==> src/design/ymrc_pkg.sv <==
`default_nettype none
// ----------------------------------------------------------------------------
// ymrc_pkg
// Shared types and constants of the YMODEM receive controller: byte codes,
// result kinds, process codes, register indexes and the result bundle.
// ----------------------------------------------------------------------------
package ymrc_pkg;

  localparam int MAX_FRAME_DEFAULT = 2047;
  localparam int MAX_RESULTS       = 3;

  localparam int ADDR_W    = 32;
  localparam int HALF_W    = 16;
  localparam int BYTE_W    = 8;
  localparam int ERASE_W   = 4;
  localparam int TICK_W    = 16;
  localparam int PAYLOAD_W = 11;
  localparam int CFG_IDX_W = 2;

  localparam logic [PAYLOAD_W-1:0] PAYLOAD_SOH = 11'd128;
  localparam logic [PAYLOAD_W-1:0] PAYLOAD_STX = 11'd1024;
  localparam int                   HEADER_LEN  = 3;

  localparam logic [BYTE_W-1:0] BYTE_SOH = 8'h01;
  localparam logic [BYTE_W-1:0] BYTE_STX = 8'h02;
  localparam logic [BYTE_W-1:0] BYTE_EOT = 8'h04;
  localparam logic [BYTE_W-1:0] BYTE_ACK = 8'h06;
  localparam logic [BYTE_W-1:0] BYTE_NAK = 8'h15;
  localparam logic [BYTE_W-1:0] BYTE_C   = 8'h43;
  localparam logic [BYTE_W-1:0] BYTE_UPD = 8'h31;

  localparam logic ACTION_BYTE = 1'b0;
  localparam logic ACTION_TICK = 1'b1;

  localparam logic [1:0] KIND_PROGRAM = 2'd0;
  localparam logic [1:0] KIND_ERASE   = 2'd1;
  localparam logic [1:0] KIND_TX      = 2'd2;

  localparam logic [1:0] PROC_START   = 2'd0;
  localparam logic [1:0] PROC_BUSY    = 2'd1;
  localparam logic [1:0] PROC_UPDATE  = 2'd2;
  localparam logic [1:0] PROC_SUCCESS = 2'd3;

  localparam logic [CFG_IDX_W-1:0] CFG_DOWNLOAD_BASE = 2'd0;
  localparam logic [CFG_IDX_W-1:0] CFG_ERASE_COUNT   = 2'd1;
  localparam logic [CFG_IDX_W-1:0] CFG_IDLE_TICKS    = 2'd2;

  localparam logic [ADDR_W-1:0]  RESET_DOWNLOAD_BASE = 32'd0;
  localparam logic [ERASE_W-1:0] RESET_ERASE_COUNT   = 4'd1;
  localparam logic [TICK_W-1:0]  RESET_IDLE_TICKS    = 16'd1000;

  typedef enum logic [3:0] {
    ST_START = 4'b0001,
    ST_DATA  = 4'b0010,
    ST_EOT2  = 4'b0100,
    ST_CLOSE = 4'b1000
  } proto_state_t;

  typedef struct packed {
    logic [ADDR_W-1:0]  download_base;
    logic [ERASE_W-1:0] erase_count;
    logic [TICK_W-1:0]  idle_ticks;
  } cfg_t;

  typedef struct packed {
    logic [1:0]        kind;
    logic [ADDR_W-1:0] flash_address;
    logic [HALF_W-1:0] halfword;
    logic [BYTE_W-1:0] tx_byte;
  } result_t;

  typedef struct packed {
    logic [1:0]                   count;
    logic [1:0]                   process;
    result_t [MAX_RESULTS-1:0]    res;
  } bundle_t;

endpackage : ymrc_pkg
`default_nettype wire

==> src/design/ymodem_receive_controller_unit.sv <==
`default_nettype none
// ----------------------------------------------------------------------------
// ymodem_receive_controller_unit
// YMODEM receive controller: frames UART bytes by idle gap and runs the
// receive sequence, producing flash program, erase and transmit results.
// ----------------------------------------------------------------------------
// Each input (a byte or a tick) is registered, decided combinationally and
// causes zero to three results, which leave one per cycle from the result
// register unless the receiver stalls. An input is taken every cycle as long
// as results drain: an input with k results occupies the output until all k
// have left, so the input side waits only when an input with results arrives
// while an earlier bundle of several results is still leaving, or while the
// receiver stalls a held result. Inputs with no results never wait.
// Configuration writes take effect at the next clock edge.
module ymodem_receive_controller_unit #(
  parameter int MAX_FRAME = ymrc_pkg::MAX_FRAME_DEFAULT
) (
  input  wire logic                           clk,
  input  wire logic                           rst,
  input  wire logic                           cfg_write_enable,
  input  wire logic [ymrc_pkg::CFG_IDX_W-1:0] cfg_index,
  input  wire logic [ymrc_pkg::ADDR_W-1:0]    cfg_data,
  input  wire logic                           in_valid,
  output logic                                in_stall,
  input  wire logic                           action,
  input  wire logic [ymrc_pkg::BYTE_W-1:0]    rx_byte,
  output logic                                out_valid,
  input  wire logic                           out_stall,
  output logic [1:0]                          kind,
  output logic [ymrc_pkg::ADDR_W-1:0]         flash_address,
  output logic [ymrc_pkg::HALF_W-1:0]         halfword,
  output logic [ymrc_pkg::BYTE_W-1:0]         tx_byte,
  output logic [1:0]                          process,
  output logic                                last
);
  import ymrc_pkg::*;

  cfg_t              cfg;
  bundle_t           bundle;
  logic              in_full;
  logic              in_action;
  logic [BYTE_W-1:0] in_byte;
  logic              q_ready;
  logic              fire;
  logic              accept;

  assign fire     = in_full && (q_ready || bundle.count == 2'd0);
  assign in_stall = in_full && !fire;
  assign accept   = in_valid && !in_stall;

  always_ff @(posedge clk) begin
    if (rst) begin
      in_full <= 1'b0;
    end else if (accept) begin
      in_full <= 1'b1;
    end else if (fire) begin
      in_full <= 1'b0;
    end
  end

  always_ff @(posedge clk) begin
    if (accept) begin
      in_action <= action;
      in_byte   <= rx_byte;
    end
  end

  ymrc_cfg u_cfg (
    .clk              (clk),
    .rst              (rst),
    .cfg_write_enable (cfg_write_enable),
    .cfg_index        (cfg_index),
    .cfg_data         (cfg_data),
    .cfg              (cfg)
  );

  ymrc_core #(
    .MAX_FRAME (MAX_FRAME)
  ) u_core (
    .clk     (clk),
    .rst     (rst),
    .cfg     (cfg),
    .fire    (fire),
    .action  (in_action),
    .rx_byte (in_byte),
    .bundle  (bundle)
  );

  ymrc_out_queue u_out (
    .clk           (clk),
    .rst           (rst),
    .push          (fire && bundle.count != 2'd0),
    .push_bundle   (bundle),
    .ready         (q_ready),
    .out_valid     (out_valid),
    .out_stall     (out_stall),
    .kind          (kind),
    .flash_address (flash_address),
    .halfword      (halfword),
    .tx_byte       (tx_byte),
    .process       (process),
    .last          (last)
  );

endmodule : ymodem_receive_controller_unit
`default_nettype wire

==> src/design/ymrc_cfg.sv <==
`default_nettype none
// ----------------------------------------------------------------------------
// ymrc_cfg
// Configuration registers: download base, erase count and idle tick limit.
// ----------------------------------------------------------------------------
module ymrc_cfg (
  input  wire logic                           clk,
  input  wire logic                           rst,
  input  wire logic                           cfg_write_enable,
  input  wire logic [ymrc_pkg::CFG_IDX_W-1:0] cfg_index,
  input  wire logic [ymrc_pkg::ADDR_W-1:0]    cfg_data,
  output ymrc_pkg::cfg_t                      cfg
);
  import ymrc_pkg::*;

  cfg_t regs;

  always_ff @(posedge clk) begin
    if (rst) begin
      regs.download_base <= RESET_DOWNLOAD_BASE;
      regs.erase_count   <= RESET_ERASE_COUNT;
      regs.idle_ticks    <= RESET_IDLE_TICKS;
    end else if (cfg_write_enable) begin
      unique case (cfg_index)
        CFG_DOWNLOAD_BASE: regs.download_base <= cfg_data;
        CFG_ERASE_COUNT:   regs.erase_count   <= cfg_data[ERASE_W-1:0];
        CFG_IDLE_TICKS:    regs.idle_ticks    <= cfg_data[TICK_W-1:0];
        default: begin
        end
      endcase
    end
  end

  assign cfg = regs;

endmodule : ymrc_cfg
`default_nettype wire

==> src/design/ymrc_core.sv <==
`default_nettype none
// ----------------------------------------------------------------------------
// ymrc_core
// Frame assembly, idle timer and receive sequence. Turns one registered
// byte or tick into a bundle of up to three results and updates its state.
// ----------------------------------------------------------------------------
module ymrc_core #(
  parameter int MAX_FRAME = ymrc_pkg::MAX_FRAME_DEFAULT
) (
  input  wire logic                        clk,
  input  wire logic                        rst,
  input  wire ymrc_pkg::cfg_t              cfg,
  input  wire logic                        fire,
  input  wire logic                        action,
  input  wire logic [ymrc_pkg::BYTE_W-1:0] rx_byte,
  output ymrc_pkg::bundle_t                bundle
);
  import ymrc_pkg::*;

  localparam int LEN_W = $clog2(MAX_FRAME + 1);
  localparam logic [LEN_W-1:0] LEN_MAX = LEN_W'(MAX_FRAME);
  localparam logic [LEN_W-1:0] LEN_HDR = LEN_W'(HEADER_LEN);

  proto_state_t      proto_state, proto_state_next;
  logic [1:0]        process_code, process_code_next;
  logic [ADDR_W-1:0] write_address, write_address_next;
  logic [BYTE_W-1:0] frame_type, frame_type_next;
  logic [LEN_W-1:0]  frame_length, frame_length_next;
  logic [TICK_W-1:0] idle_counter, idle_counter_next;
  logic              idle_armed, idle_armed_next;
  logic [BYTE_W-1:0] low_byte, low_byte_next;

  logic                 is_block;
  logic [PAYLOAD_W-1:0] pay_size;
  logic [LEN_W-1:0]     pay_end;
  logic [LEN_W-1:0]     rel;
  logic [LEN_W-1:0]     rel_m1;
  logic [TICK_W-1:0]    cnt_inc;
  logic                 expire;

  assign is_block = (frame_type == BYTE_SOH) || (frame_type == BYTE_STX);
  assign pay_size = (frame_type == BYTE_STX) ? PAYLOAD_STX : PAYLOAD_SOH;
  assign pay_end  = LEN_HDR + LEN_W'(pay_size);
  assign rel      = frame_length - LEN_HDR;
  assign rel_m1   = rel - LEN_W'(1);
  assign cnt_inc  = idle_counter + TICK_W'(1);
  assign expire   = (cnt_inc >= cfg.idle_ticks) || (cnt_inc == '0);

  always_comb begin
    proto_state_next   = proto_state;
    process_code_next  = process_code;
    write_address_next = write_address;
    frame_type_next    = frame_type;
    frame_length_next  = frame_length;
    idle_counter_next  = idle_counter;
    idle_armed_next    = idle_armed;
    low_byte_next      = low_byte;
    bundle             = '0;

    if (action == ACTION_BYTE) begin
      idle_counter_next = '0;
      idle_armed_next   = 1'b1;
      if (frame_length < LEN_MAX) begin
        frame_length_next = frame_length + LEN_W'(1);
        if (frame_length == '0) begin
          frame_type_next = rx_byte;
        end else if (proto_state == ST_DATA && is_block &&
                     frame_length >= LEN_HDR && frame_length < pay_end) begin
          if (!rel[0]) begin
            low_byte_next = rx_byte;
          end else begin
            bundle.count                = 2'd1;
            bundle.res[0].kind          = KIND_PROGRAM;
            bundle.res[0].flash_address = write_address +
                                          {{(ADDR_W-LEN_W){1'b0}}, rel_m1};
            bundle.res[0].halfword      = {rx_byte, low_byte};
          end
        end
      end
    end else if (idle_armed) begin
      idle_counter_next = cnt_inc;
      if (expire) begin
        idle_armed_next   = 1'b0;
        idle_counter_next = '0;
        if (frame_length != '0) begin
          frame_length_next = '0;
          unique case (proto_state)
            ST_START: begin
              if (frame_type == BYTE_SOH) begin
                process_code_next           = PROC_BUSY;
                write_address_next          = cfg.download_base;
                proto_state_next            = ST_DATA;
                bundle.count                = 2'd3;
                bundle.res[0].kind          = KIND_ERASE;
                bundle.res[0].flash_address = cfg.download_base;
                bundle.res[0].halfword      = {{(HALF_W-ERASE_W){1'b0}}, cfg.erase_count};
                bundle.res[1].kind          = KIND_TX;
                bundle.res[1].tx_byte       = BYTE_ACK;
                bundle.res[2].kind          = KIND_TX;
                bundle.res[2].tx_byte       = BYTE_C;
              end else if (frame_type == BYTE_UPD) begin
                process_code_next = PROC_UPDATE;
              end
            end
            ST_DATA: begin
              if (is_block) begin
                write_address_next    = write_address +
                                        {{(ADDR_W-PAYLOAD_W){1'b0}}, pay_size};
                bundle.count          = 2'd1;
                bundle.res[0].kind    = KIND_TX;
                bundle.res[0].tx_byte = BYTE_ACK;
              end else if (frame_type == BYTE_EOT) begin
                proto_state_next      = ST_EOT2;
                bundle.count          = 2'd1;
                bundle.res[0].kind    = KIND_TX;
                bundle.res[0].tx_byte = BYTE_NAK;
              end else begin
                proto_state_next = ST_START;
              end
            end
            ST_EOT2: begin
              if (frame_type == BYTE_EOT) begin
                proto_state_next      = ST_CLOSE;
                bundle.count          = 2'd2;
                bundle.res[0].kind    = KIND_TX;
                bundle.res[0].tx_byte = BYTE_ACK;
                bundle.res[1].kind    = KIND_TX;
                bundle.res[1].tx_byte = BYTE_C;
              end
            end
            ST_CLOSE: begin
              if (frame_type == BYTE_SOH) begin
                proto_state_next      = ST_START;
                process_code_next     = PROC_SUCCESS;
                bundle.count          = 2'd1;
                bundle.res[0].kind    = KIND_TX;
                bundle.res[0].tx_byte = BYTE_ACK;
              end
            end
            default: begin
              proto_state_next = ST_START;
            end
          endcase
        end
      end
    end

    bundle.process = process_code_next;
  end

  always_ff @(posedge clk) begin
    if (rst) begin
      proto_state   <= ST_START;
      process_code  <= PROC_START;
      write_address <= '0;
      frame_type    <= '0;
      frame_length  <= '0;
      idle_counter  <= '0;
      idle_armed    <= 1'b0;
      low_byte      <= '0;
    end else if (fire) begin
      proto_state   <= proto_state_next;
      process_code  <= process_code_next;
      write_address <= write_address_next;
      frame_type    <= frame_type_next;
      frame_length  <= frame_length_next;
      idle_counter  <= idle_counter_next;
      idle_armed    <= idle_armed_next;
      low_byte      <= low_byte_next;
    end
  end

endmodule : ymrc_core
`default_nettype wire

==> src/design/ymrc_out_queue.sv <==
`default_nettype none
// ----------------------------------------------------------------------------
// ymrc_out_queue
// Result register: holds one bundle and sends its results one per transfer.
// Takes the next bundle in the cycle its last result leaves.
// ----------------------------------------------------------------------------
module ymrc_out_queue (
  input  wire logic                        clk,
  input  wire logic                        rst,
  input  wire logic                        push,
  input  wire ymrc_pkg::bundle_t           push_bundle,
  output logic                             ready,
  output logic                             out_valid,
  input  wire logic                        out_stall,
  output logic [1:0]                       kind,
  output logic [ymrc_pkg::ADDR_W-1:0]      flash_address,
  output logic [ymrc_pkg::HALF_W-1:0]      halfword,
  output logic [ymrc_pkg::BYTE_W-1:0]      tx_byte,
  output logic [1:0]                       process,
  output logic                             last
);
  import ymrc_pkg::*;

  bundle_t    held;
  logic       full;
  logic [1:0] idx;
  logic       is_last;
  logic       pop;
  result_t    cur;

  assign cur     = held.res[idx];
  assign is_last = (idx == held.count - 2'd1);
  assign pop     = full && !out_stall;
  assign ready   = !full || (pop && is_last);

  always_ff @(posedge clk) begin
    if (rst) begin
      full <= 1'b0;
      idx  <= '0;
    end else if (pop && !is_last) begin
      idx <= idx + 2'd1;
    end else if (ready) begin
      full <= push;
      idx  <= '0;
    end
  end

  always_ff @(posedge clk) begin
    if (ready && push) begin
      held <= push_bundle;
    end
  end

  assign out_valid     = full;
  assign kind          = cur.kind;
  assign flash_address = cur.flash_address;
  assign halfword      = cur.halfword;
  assign tx_byte       = cur.tx_byte;
  assign process       = held.process;
  assign last          = is_last;

endmodule : ymrc_out_queue
`default_nettype wire
==> config.mk <==
export PLATFORM = sky130hd
export DESIGN_NAME = ymodem_receive_controller_unit
export DESIGN_NICKNAME = d
export VERILOG_FILES = /design/src/design/ymrc_pkg.sv /design/src/design/ymodem_receive_controller_unit.sv /design/src/design/ymrc_cfg.sv /design/src/design/ymrc_core.sv /design/src/design/ymrc_out_queue.sv
export SDC_FILE = /design/constraint.sdc
export NUM_CORES = 1
export LEC_CHECK = 0
export BUFFER_PORTS_ARGS = -buffer_cell sky130_fd_sc_hd__buf_2
export CORE_MARGIN = 3
export CORE_UTILIZATION = 55
export CTS_BUF_LIST = sky130_fd_sc_hd__clkbuf_4
export DETAILED_ROUTE_END_ITERATION = 7
export GPL_TIMING_DRIVEN = 0
export PLACE_DENSITY = 0.75
export SETUP_SLACK_MARGIN = 0.4
export SYNTH_ARGS = -nofsm -noshare
export SYNTH_HDL_FRONTEND = slang
export SYNTH_SLANG_ARGS = --single-unit
==> constraint.sdc <==
create_clock -name clk -period 13 [get_ports clk]
set_input_delay 2.6 -clock clk [delete_from_list [all_inputs] [get_ports clk]]
set_output_delay 2.6 -clock clk [all_outputs]
set_load 0.02 [all_outputs]
==> results.yml <==
finish:
  final_cell_mix: "nand2_1 (219), dfxtp_1 (138), a21oi_1 (124)"
  areaGrowthSynthToFinish_pct: 13.6
  n_fill_cell: 1915
  nNetsFinal: 1670
  final_layout_size_suffix_gt1_frac: 0.157
  final_area_sq_um: 13600
  final_common_cell: "nand2_1"
  final_cells: 1904
setup_path:
  crit_fanout: 9
  required_ns: 10.40
  crit_path_end_kind: "primary output"
  cpPeakStageDelay_ns: 0.50
  critPathLaunchType: "register"
  cp_slowest_cell: "dfxtp_1"
  reg2reg_from: "u_core.frame_length[0]$_SDFFE_PP0P_"
  cp.arrival_ns: 5.10
  crit_type: "reg -> out"
  cp-startpoint: "u_core.idle_counter[0]$_SDFFE_PP0P_"
  cp_top_family: "compound AO/OA/AOI/OAI gates"
  cp_num_buf_inv: 6
  crit_chain: "ha_1 > buf_2 > inv_1 > nor3_4 > and3_1 > clkbuf_1 > xnor2_1 > ha_1 > and4_1 > a2111oi_0 > a2bb2oi_1 > and2_1 > clkbuf_1 > a21oi_1 > o211ai_1 > inv_1 > buf_2"
synth:
  async_flop_share: 0
  synth_area_sq_um: 12000
  yosysSeqAreaShare: 0.407
  ys_warn_count: 0
  yosysTopAreaCellShare: 0.231
  yosysUniqueCellTypes: 78
  ys.flop_type: "dfxtp_1"
  avgSynthCellArea_sq_um: 8.44
  synth-edff-count: 70
  synth_cells: 1417
  yosys-top-cells-area: "dfxtp_1 (23%), edfxtp_1 (18%), nand2_1 (6.9%)"
  ys_ff_latch: 208
  yosysTopAreaCell: "dfxtp_1"
place:
  pre_cts_ws_ns: 6.12
  dpl.cell_count: 1802
  place.gp.congestion: 0.991
  place_area_sq_um: 12900
  dpl.hpwl_mm: 26.5
  port_buffers: 106
routing:
  wl_per_cell_um: 18.9
  routed_wl_mm: 35.9
  ant_nets: 0
  drt_pass1_iterations: 6
  vias_per_cell: 5.96
  dr_total_vias: 11400
  drc: 0
  drt_iter0_drc: 1078
global_route:
  grt_pass1_wl_mm: 56.3
  first_global_vias: 10700
  grt_max_degree: 38
  gr-usage-all-layers: 0.296
  overflow: 0
  antenna_found_initial: 1
sta:
  hold_viol_final: 0
  timing.slew.headroom: 0.307
  setup_viol: 0
  clock_skew_ns: 0.0325
  setup_ws_ns: 5.30
  rsz0062_at_grt: "no"
  fmax_mhz: 130
  setup-tns-final_ns: 0
  worstMarginPinSlew_ns: 1.03
  slew_viol_final: 0
  period_minus_slack_ns: 7.70
  fin_crit_sh: 0.592
cts:
  cts_tree: "done"
  cts_buffers: 54
  holdBufCountCts: 0
  h-tree-depth: 2
  ctsResizeCount: 0
  postCtsSetupRepairBufs: 0
  clkTransAtPathRegs_ns: 0.06
  clock_sinks: 208
  clock_path_buffers: 3
  cts-root-buf: "clkbuf_4"
  clkLatencyLatePin_ns: 0.70
run:
  max-cap-violations: 0
floorplanning:
  chipWidth_um: 153
  num_rows: 53
  core_sq_um: 21200
  initial_core_util: 0.563
  pin_count: 111
  fp.dieArea_sq_um: 23500
  die_h_um: 153
pwr:
  comb_power_share: 0.055
  swShare: 0.258
  powerDensity_nw_per_um2: 97.6
  p_clk_frac: 0.427
  ir_drop_uv: 63.4
  p_sw_uw: 343
  p_leak_nw: 4.96
  pwr-share-seq: 0.518
  power.internal_uw: 983
hold_path:
  min_path_type: "reg -> reg"
  min_from: "u_cfg.cfg[15]$_SDFFE_PP0P_"
outcome:
  outcome: "completed"
## power by group through the flow
| stage | sequential [mW] | combinational [mW] | clock, mW |
|---|---|---|---|
| 2_1_floorplan | 0.697 | 0.0438 | 0 |
| 3_3_place_gp | 0.701 | 0.0697 | 0 |
| 3_5_place_dp | 0.701 | 0.0711 | 0 |
| 4_1_cts | 0.687 | 0.0715 | 0.573 |
| 5_1_grt | 0.688 | 0.0796 | 0.606 |
| 6_report | 0.687 | 0.0732 | 0.565 |
## area by class of cell
class / count / area, sq um / share of cell area
Clock inverter: 22 / 98.8 / 0.00728
Sequential cell: 208 / 4860 / 0.358
Tap cell: 275 / 344 / 0.0253
Multi-Input combinational cell: 1068 / 6520 / 0.480
Antenna cell: 1 / 2.50 / 0.000184
Buffer: 111 / 474 / 0.0349
Timing Repair Buffer: 108 / 558 / 0.0411
Inverter: 32 / 120 / 0.00885
Clock buffer: 79 / 593 / 0.0437
## worst paths after layout
kind                           endpoint  slack [ns]  cells after the start
max reg2reg    u_out.held[53]$_DFFE_PP_        7.78                     17
max                            in_stall        5.30                     17
min          u_cfg.cfg[15]$_SDFFE_PP0P_        0.46                      2
min reg2reg  u_cfg.cfg[15]$_SDFFE_PP0P_        0.46                      2
## per-layer routing
layer / GRT usage / routed length [um]
met2: 0.475 / 16300
met4: 0.136 / 1610
met3: 0.0493 / 2970
met1: 0.391 / 14900
met5: 0.0248 / 95
## worst min-delay path, delay by kind of cell (launching register included)
family,cells,cell delay [ns]
AO/OA/AOI/OAI,1,0.05
AND/OR/NAND/NOR,1,0.05
flip-flops,1,0.31
## Yosys cell counts (5+ instances only)
cell      instances
nand2_1         219
dfxtp_1         138
a21oi_1         124
nor2_1           89
o21ai_0          87
clkbuf_1         83
and2_1           74
edfxtp_1         70
xnor2_1          44
nor3_1           39
ha_1             38
nand3_1          35
inv_1            32
mux2i_1          28
nand4_1          23
o31ai_1          23
xor2_1           22
and3_1           19
buf_2            15
o211ai_1         14
o41ai_1          11
or3_1            11
a31oi_1          10
nor4_1           10
a22o_1            9
nor3b_1           9
a211oi_1          8
nand2b_1          8
o311ai_0          8
buf_4             7
nor4b_1           7
mux2_2            6
nand3b_1          6
o21a_1            6
a21o_1            5
nor2b_1           5
or4_1             5
## registers in the layout, indices dropped and copies added (netlist names), 4 cells and up
signal / flops
u_out.held: 59
u_cfg.cfg: 52
u_core.write_address: 32
u_core.idle_counter: 16
u_core.frame_length: 11
in_byte: 8
u_core.frame_type: 8
u_core.low_byte: 8
u_core.proto_state: 4
## cells by family after synthesis
family	synth area share
simple gates	0.243
compound gates	0.181
flops	0.407
buf+inv	0.0497
xor+xnor	0.0484
fa+ha+maj	0.0415
mux	0.0291
other cells	0.000314
## through the flow
stage / hold WS [ns] / util / total power [mW]
2_1_floorplan: 0.436 / - / 0.741
3_3_place_gp: 0.442 / 0.605 / 0.771
3_5_place_dp: 0.453 / 0.607 / 0.772
4_1_cts: 0.462 / 0.639 / 1.33
5_1_grt: 0.491 / 0.640 / 1.37
6_report: 0.464 / 0.640 / 1.33
No activity file was read; power rests on OpenSTA's default activity.
